## config.mk

```make
export PLATFORM = sky130hd
export DESIGN_NAME = mqtt_publish_framer_unit
export DESIGN_NICKNAME = d
export VERILOG_FILES = /design/src/rtl/core/mpf_pkg.sv /design/src/rtl/core/mpf_front.sv /design/src/rtl/core/mpf_queue.sv /design/src/rtl/core/mpf_back.sv /design/src/rtl/core/mqtt_publish_framer_unit.sv
export SDC_FILE = /design/constraint.sdc
export NUM_CORES = 1
export LEC_CHECK = 0
export ABC_AREA = 1
export BUFFER_PORTS_ARGS = -buffer_cell sky130_fd_sc_hd__buf_2
export CORE_UTILIZATION = 38
export DETAILED_ROUTE_END_ITERATION = 16
export SYNTH_ARGS = -nofsm -noshare
export SYNTH_HDL_FRONTEND = slang
export SYNTH_SLANG_ARGS = --single-unit
```

## constraint.sdc

```tcl
create_clock -name i_clk -period 12.33 [get_ports i_clk]
set_clock_uncertainty 0.1 [all_clocks]
set_input_delay 0.6165 -clock i_clk [delete_from_list [all_inputs] [get_ports i_clk]]
set_output_delay 0.6165 -clock i_clk [all_outputs]
set_load 0.01 [all_outputs]
```

## src/rtl/core/mpf_pkg.sv

```systemverilog
// Shared types and constants for the MQTT PUBLISH framer.
// Used by mpf_front, mpf_queue, mpf_back and mqtt_publish_framer_unit.
`default_nettype none
package mpf_pkg;

    localparam int unsigned CAP_W    = 29;
    localparam int unsigned TLEN_W   = 16;
    localparam int unsigned PLEN_W   = 28;
    localparam int unsigned REM_W    = 28;
    localparam int unsigned QDEPTH   = 4;
    localparam int unsigned QPTR_W   = $clog2(QDEPTH);
    localparam int unsigned QCNT_W   = $clog2(QDEPTH + 1);

    localparam logic [7:0]       FIXED_HDR_PUBLISH = 8'h30;
    localparam logic [7:0]       RL_CONT_BIT       = 8'h80;
    localparam logic [CAP_W-1:0] CAP_RESET         = 29'd4096;

    // remaining-length byte count thresholds
    localparam logic [REM_W-1:0] RL_ONE_LIMIT   = 28'd128;
    localparam logic [REM_W-1:0] RL_TWO_LIMIT   = 28'd16384;
    localparam logic [REM_W-1:0] RL_THREE_LIMIT = 28'd2097152;

    localparam logic [1:0] STATUS_OK           = 2'd0;
    localparam logic [1:0] STATUS_RL_TOO_LARGE = 2'd1;
    localparam logic [1:0] STATUS_OVER_CAP     = 2'd2;

    localparam logic REQ_START = 1'b0;
    localparam logic REQ_DATA  = 1'b1;

    typedef enum logic [1:0] {
        CMD_DATA,
        CMD_HEADER,
        CMD_ERROR
    } t_cmd_kind;

    typedef struct packed {
        t_cmd_kind         kind;
        logic [7:0]        data;
        logic              last;
        logic [1:0]        status;
        logic              retain;
        logic [2:0]        rl_count;
        logic [REM_W-1:0]  remaining;
        logic [TLEN_W-1:0] topic_length;
        logic              empty;
    } t_cmd;

endpackage
`default_nettype wire

```

## src/rtl/core/mpf_front.sv

```systemverilog
// Front end: accepts items, tracks the open packet and classifies starts.
// Depends on mpf_pkg; feeds mpf_queue with t_cmd entries.
`default_nettype none
module mpf_front (
    input  wire logic                         i_clk,
    input  wire logic                         i_rst_n,
    input  wire logic                         i_valid,
    input  wire logic                         i_full,
    input  wire logic                         i_req_type,
    input  wire logic [mpf_pkg::TLEN_W-1:0]   i_topic_length,
    input  wire logic [mpf_pkg::PLEN_W-1:0]   i_payload_length,
    input  wire logic                         i_retain_flag,
    input  wire logic [7:0]                   i_data_byte,
    input  wire logic [mpf_pkg::CAP_W-1:0]    i_capacity,
    output logic                              o_push,
    output mpf_pkg::t_cmd                     o_cmd
);
    import mpf_pkg::*;

    logic              r_open;
    logic [TLEN_W-1:0] r_topic_left;
    logic [PLEN_W-1:0] r_payload_left;
    logic              n_open;
    logic [TLEN_W-1:0] n_topic_left;
    logic [PLEN_W-1:0] n_payload_left;

    logic              accept;
    logic [REM_W:0]    remaining;
    logic [2:0]        rl_count;
    logic [REM_W+1:0]  total;
    logic              too_large;
    logic              over_cap;
    logic [TLEN_W-1:0] dec_topic;
    logic [PLEN_W-1:0] dec_payload;
    logic              data_final;

    assign accept    = i_valid && !i_full;
    assign remaining = (REM_W+1)'(2) + (REM_W+1)'(i_topic_length)
                     + (REM_W+1)'(i_payload_length);
    assign too_large = remaining[REM_W];

    always_comb begin
        if (remaining[REM_W-1:0] < RL_ONE_LIMIT) begin
            rl_count = 3'd1;
        end else if (remaining[REM_W-1:0] < RL_TWO_LIMIT) begin
            rl_count = 3'd2;
        end else if (remaining[REM_W-1:0] < RL_THREE_LIMIT) begin
            rl_count = 3'd3;
        end else begin
            rl_count = 3'd4;
        end
    end

    assign total    = (REM_W+2)'(remaining) + (REM_W+2)'(rl_count) + (REM_W+2)'(1);
    assign over_cap = total > (REM_W+2)'(i_capacity);

    // topic bytes count down first, then payload bytes
    always_comb begin
        dec_topic   = r_topic_left;
        dec_payload = r_payload_left;
        if (r_topic_left != '0) begin
            dec_topic = r_topic_left - TLEN_W'(1);
        end else if (r_payload_left != '0) begin
            dec_payload = r_payload_left - PLEN_W'(1);
        end
    end
    assign data_final = (dec_topic == '0) && (dec_payload == '0);

    always_comb begin
        n_open         = r_open;
        n_topic_left   = r_topic_left;
        n_payload_left = r_payload_left;
        o_push         = 1'b0;
        o_cmd          = '0;
        o_cmd.kind     = CMD_DATA;
        o_cmd.retain       = i_retain_flag;
        o_cmd.rl_count     = rl_count;
        o_cmd.remaining    = remaining[REM_W-1:0];
        o_cmd.topic_length = i_topic_length;
        o_cmd.empty        = (i_topic_length == '0) && (i_payload_length == '0);
        if (accept) begin
            if (i_req_type == REQ_START) begin
                o_push         = 1'b1;
                n_open         = 1'b0;
                n_topic_left   = '0;
                n_payload_left = '0;
                if (too_large) begin
                    o_cmd.kind   = CMD_ERROR;
                    o_cmd.last   = 1'b1;
                    o_cmd.status = STATUS_RL_TOO_LARGE;
                end else if (over_cap) begin
                    o_cmd.kind   = CMD_ERROR;
                    o_cmd.last   = 1'b1;
                    o_cmd.status = STATUS_OVER_CAP;
                end else begin
                    o_cmd.kind = CMD_HEADER;
                    if (!o_cmd.empty) begin
                        n_open         = 1'b1;
                        n_topic_left   = i_topic_length;
                        n_payload_left = i_payload_length;
                    end
                end
            end else if (r_open) begin
                o_push         = 1'b1;
                o_cmd.kind     = CMD_DATA;
                o_cmd.data     = i_data_byte;
                o_cmd.last     = data_final;
                o_cmd.status   = STATUS_OK;
                n_topic_left   = dec_topic;
                n_payload_left = dec_payload;
                n_open         = !data_final;
            end
        end
    end

    always_ff @(posedge i_clk) begin
        if (!i_rst_n) begin
            r_open         <= 1'b0;
            r_topic_left   <= '0;
            r_payload_left <= '0;
        end else begin
            r_open         <= n_open;
            r_topic_left   <= n_topic_left;
            r_payload_left <= n_payload_left;
        end
    end

endmodule
`default_nettype wire

```

## src/rtl/core/mpf_queue.sv

```systemverilog
// Short command queue between front and back ends.
// Depends on mpf_pkg for t_cmd and the queue depth.
`default_nettype none
module mpf_queue (
    input  wire logic          i_clk,
    input  wire logic          i_rst_n,
    input  wire logic          i_push,
    input  mpf_pkg::t_cmd      i_cmd,
    input  wire logic          i_pop,
    output mpf_pkg::t_cmd      o_cmd,
    output logic               o_empty,
    output logic               o_full
);
    import mpf_pkg::*;

    t_cmd              r_mem [QDEPTH];
    logic [QPTR_W-1:0] r_wr_ptr;
    logic [QPTR_W-1:0] r_rd_ptr;
    logic [QCNT_W-1:0] r_count;
    logic              do_pop;

    assign o_empty = (r_count == '0);
    assign o_full  = (r_count == QCNT_W'(QDEPTH));
    assign o_cmd   = r_mem[r_rd_ptr];
    assign do_pop  = i_pop && !o_empty;

    always_ff @(posedge i_clk) begin
        if (i_push) begin
            r_mem[r_wr_ptr] <= i_cmd;
        end
    end

    always_ff @(posedge i_clk) begin
        if (!i_rst_n) begin
            r_wr_ptr <= '0;
            r_rd_ptr <= '0;
            r_count  <= '0;
        end else begin
            if (i_push) begin
                r_wr_ptr <= r_wr_ptr + QPTR_W'(1);
            end
            if (do_pop) begin
                r_rd_ptr <= r_rd_ptr + QPTR_W'(1);
            end
            if (i_push && !do_pop) begin
                r_count <= r_count + QCNT_W'(1);
            end else if (do_pop && !i_push) begin
                r_count <= r_count - QCNT_W'(1);
            end
        end
    end

endmodule
`default_nettype wire

```

## src/rtl/core/mpf_back.sv

```systemverilog
// Back end: expands header commands into bytes and drives the output register.
// Depends on mpf_pkg; pops t_cmd entries from mpf_queue.
`default_nettype none
module mpf_back (
    input  wire logic          i_clk,
    input  wire logic          i_rst_n,
    input  mpf_pkg::t_cmd      i_cmd,
    input  wire logic          i_empty,
    output logic               o_pop,
    output logic               o_valid,
    input  wire logic          i_stall,
    output logic [7:0]         o_out_byte,
    output logic               o_last_byte,
    output logic [1:0]         o_status
);
    import mpf_pkg::*;

    typedef enum logic {
        ST_IDLE,
        ST_HEADER
    } t_state;

    t_state     r_state;
    t_cmd       r_hdr;
    logic [2:0] r_step;
    logic [7:0] r_byte;
    logic       r_last;
    logic [1:0] r_status;
    logic       r_valid;

    logic       advance;
    logic       final_step;
    logic [7:0] hdr_byte;
    logic       hdr_last;
    logic [6:0] rl_digit;

    assign advance    = !r_valid || !i_stall;
    assign o_pop      = advance && (r_state == ST_IDLE) && !i_empty;
    assign final_step = (r_step == r_hdr.rl_count + 3'd2);

    always_comb begin
        case (r_step)
            3'd1:    rl_digit = r_hdr.remaining[6:0];
            3'd2:    rl_digit = r_hdr.remaining[13:7];
            3'd3:    rl_digit = r_hdr.remaining[20:14];
            3'd4:    rl_digit = r_hdr.remaining[27:21];
            default: rl_digit = '0;
        endcase
    end

    // steps 1..rl are length digits, then topic length high and low
    always_comb begin
        hdr_last = 1'b0;
        if (r_step <= r_hdr.rl_count) begin
            hdr_byte = {1'b0, rl_digit};
            if (r_step < r_hdr.rl_count) begin
                hdr_byte = hdr_byte | RL_CONT_BIT;
            end
        end else if (r_step == r_hdr.rl_count + 3'd1) begin
            hdr_byte = r_hdr.topic_length[15:8];
        end else begin
            hdr_byte = r_hdr.topic_length[7:0];
            hdr_last = r_hdr.empty;
        end
    end

    always_ff @(posedge i_clk) begin
        if (!i_rst_n) begin
            r_state  <= ST_IDLE;
            r_valid  <= 1'b0;
            r_step   <= '0;
            r_hdr    <= '0;
            r_byte   <= '0;
            r_last   <= 1'b0;
            r_status <= STATUS_OK;
        end else if (advance) begin
            case (r_state)
                ST_HEADER: begin
                    r_valid  <= 1'b1;
                    r_byte   <= hdr_byte;
                    r_last   <= hdr_last;
                    r_status <= STATUS_OK;
                    if (final_step) begin
                        r_state <= ST_IDLE;
                    end else begin
                        r_step <= r_step + 3'd1;
                    end
                end
                ST_IDLE: begin
                    if (i_empty) begin
                        r_valid <= 1'b0;
                    end else begin
                        r_valid <= 1'b1;
                        case (i_cmd.kind)
                            CMD_HEADER: begin
                                r_byte   <= FIXED_HDR_PUBLISH | {7'd0, i_cmd.retain};
                                r_last   <= 1'b0;
                                r_status <= STATUS_OK;
                                r_hdr    <= i_cmd;
                                r_step   <= 3'd1;
                                r_state  <= ST_HEADER;
                            end
                            CMD_ERROR: begin
                                r_byte   <= '0;
                                r_last   <= 1'b1;
                                r_status <= i_cmd.status;
                            end
                            default: begin
                                r_byte   <= i_cmd.data;
                                r_last   <= i_cmd.last;
                                r_status <= STATUS_OK;
                            end
                        endcase
                    end
                end
                default: begin
                    r_state <= ST_IDLE;
                end
            endcase
        end
    end

    assign o_valid     = r_valid;
    assign o_out_byte  = r_byte;
    assign o_last_byte = r_last;
    assign o_status    = r_status;

endmodule
`default_nettype wire

```

## src/rtl/core/mqtt_publish_framer_unit.sv

```systemverilog
// MQTT 3.1.1 QoS-0 PUBLISH framer, top level: config register and assembly.
// An accepted item is written into the queue, then into the output register when
// the output is free. Data items pass at 1 per cycle while the output is not
// stalled and no header is being expanded. A start item becomes the fixed header,
// 1-4 length bytes and 2 topic-length bytes, or one error byte if rejected.
// A 4-entry queue decouples input from output. Synchronous active-low reset
// clears all control state, sets buffer_capacity to 4096, leaves no packet open.
`default_nettype none
module mqtt_publish_framer_unit (
    input  wire logic                         i_clk,
    input  wire logic                         i_rst_n,
    input  wire logic                         i_valid,
    output logic                              o_stall,
    input  wire logic                         i_req_type,
    input  wire logic [mpf_pkg::TLEN_W-1:0]   i_topic_length,
    input  wire logic [mpf_pkg::PLEN_W-1:0]   i_payload_length,
    input  wire logic                         i_retain_flag,
    input  wire logic [7:0]                   i_data_byte,
    output logic                              o_valid,
    input  wire logic                         i_stall,
    output logic [7:0]                        o_out_byte,
    output logic                              o_last_byte,
    output logic [1:0]                        o_status,
    input  wire logic                         psel,
    input  wire logic                         penable,
    input  wire logic                         pwrite,
    input  wire logic [2:0]                   paddr,
    input  wire logic [31:0]                  pwdata,
    output logic [31:0]                       prdata,
    output logic                              pready
);
    import mpf_pkg::*;

    logic [CAP_W-1:0] r_capacity;
    logic             cfg_write;
    logic             push;
    logic             pop;
    logic             q_empty;
    logic             q_full;
    t_cmd             push_cmd;
    t_cmd             head_cmd;

    assign pready    = 1'b1;
    assign cfg_write = psel && penable && pwrite && pready;
    assign prdata    = (paddr[2] == 1'b0) ? {3'd0, r_capacity} : '0;

    always_ff @(posedge i_clk) begin
        if (!i_rst_n) begin
            r_capacity <= CAP_RESET;
        end else if (cfg_write && (paddr[2] == 1'b0)) begin
            r_capacity <= pwdata[CAP_W-1:0];
        end
    end

    assign o_stall = q_full;

    mpf_front u_front (
        .i_clk            (i_clk),
        .i_rst_n          (i_rst_n),
        .i_valid          (i_valid),
        .i_full           (q_full),
        .i_req_type       (i_req_type),
        .i_topic_length   (i_topic_length),
        .i_payload_length (i_payload_length),
        .i_retain_flag    (i_retain_flag),
        .i_data_byte      (i_data_byte),
        .i_capacity       (r_capacity),
        .o_push           (push),
        .o_cmd            (push_cmd)
    );

    mpf_queue u_queue (
        .i_clk   (i_clk),
        .i_rst_n (i_rst_n),
        .i_push  (push),
        .i_cmd   (push_cmd),
        .i_pop   (pop),
        .o_cmd   (head_cmd),
        .o_empty (q_empty),
        .o_full  (q_full)
    );

    mpf_back u_back (
        .i_clk       (i_clk),
        .i_rst_n     (i_rst_n),
        .i_cmd       (head_cmd),
        .i_empty     (q_empty),
        .o_pop       (pop),
        .o_valid     (o_valid),
        .i_stall     (i_stall),
        .o_out_byte  (o_out_byte),
        .o_last_byte (o_last_byte),
        .o_status    (o_status)
    );

endmodule
`default_nettype wire
```

# Yosys cells after proc, flatten, opt, wreduce, memory -nomap -nowiden
# Memory sizes are Yosys's and may differ from the RTL's. A register that Yosys moved wholly into a read port is not among the register bits.
# Cells that the tools add are included.
# W data, S select, Z words.
# op_classes
addsub	13
n_reduce_logical	31
n_bitwise	3
n_lt_le_gt_ge	6
n_eq_ne	13
mux	65
# ops
op	count
$mux W28	7
$mux W16	6
$logic_not A28 Y1	2
$mux W8	5
$mux W3	11
$logic_not A16 Y1	2
$pmux W8 S2	2
$add A29 B3 Y30	1
$add A30 B1 Y30 const B	1
$gt A30 B29 Y1	1
$add A29 B28 Y29	1
$mux W29	1
$lt A28 B15 Y1 const B	1
$lt A28 B22 Y1 const B	1
$lt A28 B8 Y1 const B	1
$pmux W7 S4	1
$reduce_bool A28 Y1	1
$sub A28 B1 Y28 const B	1
$add A2 B16 Y17 const A	1
$mux W1	17
$reduce_bool A16 Y1	1
$sub A16 B1 Y16 const B	1
$mux W2	7
$mux W13	1
other kinds (26)	57
# totals
in_bits	96
ff_bits	145
mem_count	1
ram_bits	248
elab_cells	149
# mem_list
memory	depth	word_bits	rd	rd_clocked_by_memory_dff	wr	line_no	source
u_queue.r_mem	4	62	1	1	1	mpf_queue.sv:16	t_cmd r_mem [QDEPTH];

# Depth between registers and ports, before layout
# logic_depth
depth_word	13
depth_mapped	51
depth_no_buf	50

# Hierarchy
# Synthesis repeated with hierarchy kept, for this count alone.
# hier_totals
hier_cells	2630
hier_area_um2	22291.4
# modules_own_cells
mod	cells_each	seq_area_each_um2	area_per_inst_um2	n_inst
mpf_queue	664	7627.3	10237.3	1
mpf_front	1289	900.9	7394.6	1
mpf_back	421	1281.2	3143.0	1
mqtt_publish_framer_unit	256	580.6	1516.5	1

# Worst setup path after synthesis
# Ideal clock, no wire load.
# synth_timing
path_kind	input -> register
start	input i_topic_length[1] (netlist bit)
end	register u_front.r_payload_left[1]
arrival_ps	6648
path_buffers	1
stages	44
slack_ps	5448
cell_sequence	ha_1 > nand2_1 > nor2_1 > nand3_1 > nor4_1 > nand4_1 > o32a_1 > ha_1 > nand2_1 > nor2_1 > inv_2 > nor3_1 > nand2_1 > nand2_1 > xnor2_1 > inv_2 > nor4_1 > nand3b_1 > [8 not listed] > inv_1 > nand3_1 > nor2_1 > nand2_1 > nor2_2 > nand2_1 > xor2_1 > ha_1 > nand2_1 > nor3_1 > a21oi_1 > nand2_1 > nand2_1 > nand2_1 > inv_2 > buf_2 > nand2_1 > a31oi_1
# synth_rtl
item	line_no	source
start, declared	mqtt_publish_framer_unit.sv:15	input wire logic [mpf_pkg::TLEN_W-1:0] i_topic_length,
end signal, assigned	mpf_front.sv:124	r_payload_left <= n_payload_left;
end, declared	mpf_front.sv:22	logic [PLEN_W-1:0] r_payload_left;

==> flow_metrics.env <==
export IMPL_slew_headroom_pct=27.0
export IMPL_reg2reg_to="u_queue.r_mem[3][36]"
export IMPL_placed_area_um2=22100
export IMPL_grt_util_met3_pct=2.63
export IMPL_powerDensity_nw_per_um2=198
export IMPL_fmax_mhz=114
export IMPL_peakVddDrop_mv=0.102
export IMPL_drc=0
export IMPL_p_sw_mw=1.83
export IMPL_cts_sinks=395
export IMPL_fin_ws_ns=3.59
export IMPL_synth_warnings=0
export IMPL_setup_viol=0
export IMPL_io_pins=142
export IMPL_rows=85
export IMPL_wl_per_cell_um=18.8
export IMPL_rrSetupSlack_ns=7.67
export IMPL_path_max_fanout=41
export IMPL_antenna_found_initial=0
export IMPL_ant_nets=0
export IMPL_ctsHoldBuffers=0
export IMPL_grt_pass1_wl_um=95400
export IMPL_finalPower_mw=4.66
export IMPL_critPathCapture="u_front.r_topic_left[1]"
export IMPL_gp_congestion=0.907
export IMPL_synthCells=2520
export IMPL_initial_utilization_pct=38.6
export IMPL_via_per_inst=5.36
export IMPL_combPwrFrac_pct=35.6
export IMPL_crit_path_start_kind="input pin"
export IMPL_cts_buffer_depth=3
export IMPL_cp_slowest_cell="inv_2"
export IMPL_synth_edff_count=248
export IMPL_drt_wl_total_um=62500
export IMPL_synth_seq_cells=395
export IMPL_synth_area_um2=20800
export IMPL_grt_max_degree=91
export IMPL_max_stage_delay_ns=0.67
export IMPL_outcome="finished, final reports clean"
export IMPL_pre_cts_ws_ns=3.01
export IMPL_io_buffers=132
export IMPL_n_antenna_cell=0
export IMPL_dieWidth_um=236
export IMPL_internal_power_mw=2.83
export IMPL_crit_type="in -> reg"
export IMPL_cts_tree="yes"
export IMPL_die_area_um2=55800
export IMPL_fin_tns_setup_ns=0
export IMPL_required_ns=12.75
export IMPL_core_area_um2=54000
export IMPL_switching_share_pct=39.4
export IMPL_synth_async_reset_ratio_pct=0
export IMPL_avgSynthCellArea_um2=8.27
export IMPL_cpMostUsedCell="nand2_1"
export IMPL_grt_pass1_vias=16519
export IMPL_startpoint="i_topic_length[1]"
export IMPL_met2_usage_pct=37.2
export IMPL_overflow=0
export IMPL_drv_slew=0
export IMPL_grt_util_met1_pct=29.6
export IMPL_crit_path_end_kind="flip-flop"
export IMPL_hold_path_class="in -> reg"
export IMPL_grt_setup_unrepaired="no"
export IMPL_vias=17876
export IMPL_yosysSeqAreaShare_pct=49.9
export IMPL_path_clk_slew_ns=0.06
export IMPL_syn_to_final_growth_pct=12.7
export IMPL_cts_resized_gates=0
export IMPL_root_buffer="clkbuf_16"
export IMPL_ys_flop_type="edfxtp_1"
export IMPL_multi_input_area_um2=9070
export IMPL_fin_nets=2774
export IMPL_worstSkewPairLatency_ns=0.59
export IMPL_drt_iter0_drc=1288
export IMPL_stdcell_area_um2=23500
export IMPL_post_cts_buffers=0
export IMPL_fillers=5350
export IMPL_min_period_ns=8.74
export IMPL_htree_levels=2
export IMPL_yosysUniqueCellTypes=49
export IMPL_die_y_um=236
export IMPL_dp_final_hpwl_um=42400
export IMPL_top_usage_layer="met2"
export IMPL_track_usage_pct=22.0
export IMPL_worstPathArrival_ns=9.15
export IMPL_cellLeakagePower_nw=9.37
export IMPL_drive_gt1_share_pct=9.64
export IMPL_reg2reg_from="u_queue.r_count[0]"
export IMPL_fin_crit_sh_pct=70.9
export IMPL_r2r_cells=9
export IMPL_worst_slew_pin_slew_ns=1.09
export IMPL_cap_violations=0
export IMPL_numCtsBuffers=43
export IMPL_first_pass_iters=5
export IMPL_utilization_pct=43.5
export IMPL_finalHoldViolations=0
export IMPL_regArea_um2=10400
export IMPL_clock_power_share_pct=27.5
export IMPL_power_frac_seq_pct=36.9
cells by family (layout without fill, tap and decap cells):
family | count (synthesis) | in the layout | synth area share, %
AO/OA/AOI/OAI | 589 | 589 | 15.1
XOR/XNOR | 72 | 72 | 3.31
adder cells (fa/ha/maj) | 75 | 75 | 4.61
buffers and inverters | 369 | 483 | 6.79
flip-flops | 395 | 395 | 49.9
other | 2 | 4 | 0.0360
AND/OR/NAND/NOR | 1018 | 1018 | 20.3
worst min-delay path by stage:
stage,startpoint,end,slack [ns],cells past startpoint
4_1_cts,i_retain_flag,u_queue.r_mem[3][48],0.13,1
3_3_place_gp,u_queue.r_rd_ptr[1],flip-flop,0.34,2
3_5_place_dp,u_back.r_hdr[34],u_back.r_hdr[34],0.35,2
2_1_floorplan,u_back.r_hdr[1],u_back.r_hdr[1],0.33,2
6_report,i_retain_flag,u_queue.r_mem[3][48],0.15,1
5_1_grt,i_retain_flag,u_queue.r_mem[3][48],0.15,1
metrics by stage:
stage | cells | hold slack [ns]
2_1_floorplan | 2522 | 0.330
3_3_place_gp | 3254 | 0.343
3_5_place_dp | 3254 | 0.349
4_1_cts | 3332 | 0.127
5_1_grt | 3332 | 0.155
6_report | 3332 | 0.151
critical path: cells and delay by family:
kind	cells	cell delay [ns]
and+or+nand+nor	28	4.77
buffers and inverters	6	1.42
AOI/OAI and AO/OA	3	0.62
adders and majority gates	4	1.26
xor gates and xnor gates	2	0.45
layout make-up:
cell class / instances / area share (%)
clock inverter: 20 / 0.804
sequential: 395 / 44.3
inverter: 255 / 4.08
clock buffer: 58 / 5.12
tap: 696 / 3.71
multi-input combinational: 1758 / 38.6
timing repair buffer: 150 / 3.39
routing by layer:
layer | vias to the layer above | wire length, um
li1 | 8721 | -
met1 | 8623 | 28200
met2 | 452 | 29800
met3 | 80 | 3110
met4 | 0 | 1430
met5 | - | 0
cells in the final DEF, fill, tap and decap left out, types with 3 or more instances in the layout:
cell,count
buf_4,18
o21ai_1,3
nand3_1,126
buf_2,132
nand2_2,4
nor3_2,3
inv_1,238
clkinv_2,7
nand3b_1,10
nor2_1,333
xor2_2,8
xnor2_1,14
clkbuf_1,8
clkbuf_16,43
fa_1,3
clkbuf_8,7
nand2_1,457
nor3_1,26
clkinv_1,10
a221oi_1,6
nand4_1,34
o21ai_0,293
dfxtp_1,145
a21o_1,3
ha_1,72
clkinvlp_4,3
conb_1,4
a31oi_1,24
nor4_1,13
a21oi_1,177
nor2_4,5
xor2_1,50
inv_2,11
edfxtp_1,248
o22ai_1,67
cell usage after synthesis (6+ instances only):
cell | n | area share [%]
nand3_1 | 126 | 3.0
a21oi_1 | 177 | 4.3
nand4_1 | 34 | 1.0
o21ai_0 | 293 | 7.0
o22ai_1 | 67 | 2.0
nand2_1 | 458 | 8.3
ha_1 | 72 | 4.3
nor4_1 | 13 | 0.39
dfxtp_1 | 147 | 14
inv_1 | 239 | 4.3
nand3b_1 | 10 | 0.36
nor3_1 | 26 | 0.62
xor2_2 | 8 | 0.62
a31oi_1 | 24 | 0.72
edfxtp_1 | 248 | 36
a221oi_1 | 6 | 0.25
xor2_1 | 50 | 2.1
clkbuf_1 | 97 | 1.7
inv_2 | 11 | 0.20
xnor2_1 | 14 | 0.59
nor2_1 | 337 | 6.1
buf_2 | 8 | 0.19
flip-flops by register name (all words and copies together), names as in the netlist, 2 cells and up, named ones only:
register / cells
u_queue.r_mem: 248
u_back.r_hdr: 48
r_capacity: 29
u_front.r_payload_left: 28
u_front.r_topic_left: 16
u_back.o_out_byte: 8
u_back.r_step: 3
u_queue.r_count: 3
u_back.o_status: 2
u_queue.r_rd_ptr: 2
u_queue.r_wr_ptr: 2
power by group through the flow:
stage	clock network [mW]	logic (mW)	registers (mW)
3_5_place_dp	0	1.65	1.74
3_3_place_gp	0	1.62	1.74
4_1_cts	1.30	1.66	1.72
5_1_grt	1.35	1.86	1.74
6_report	1.28	1.66	1.72
2_1_floorplan	0	1.18	1.71
Note: power is estimated with default switching activity, not from simulation.
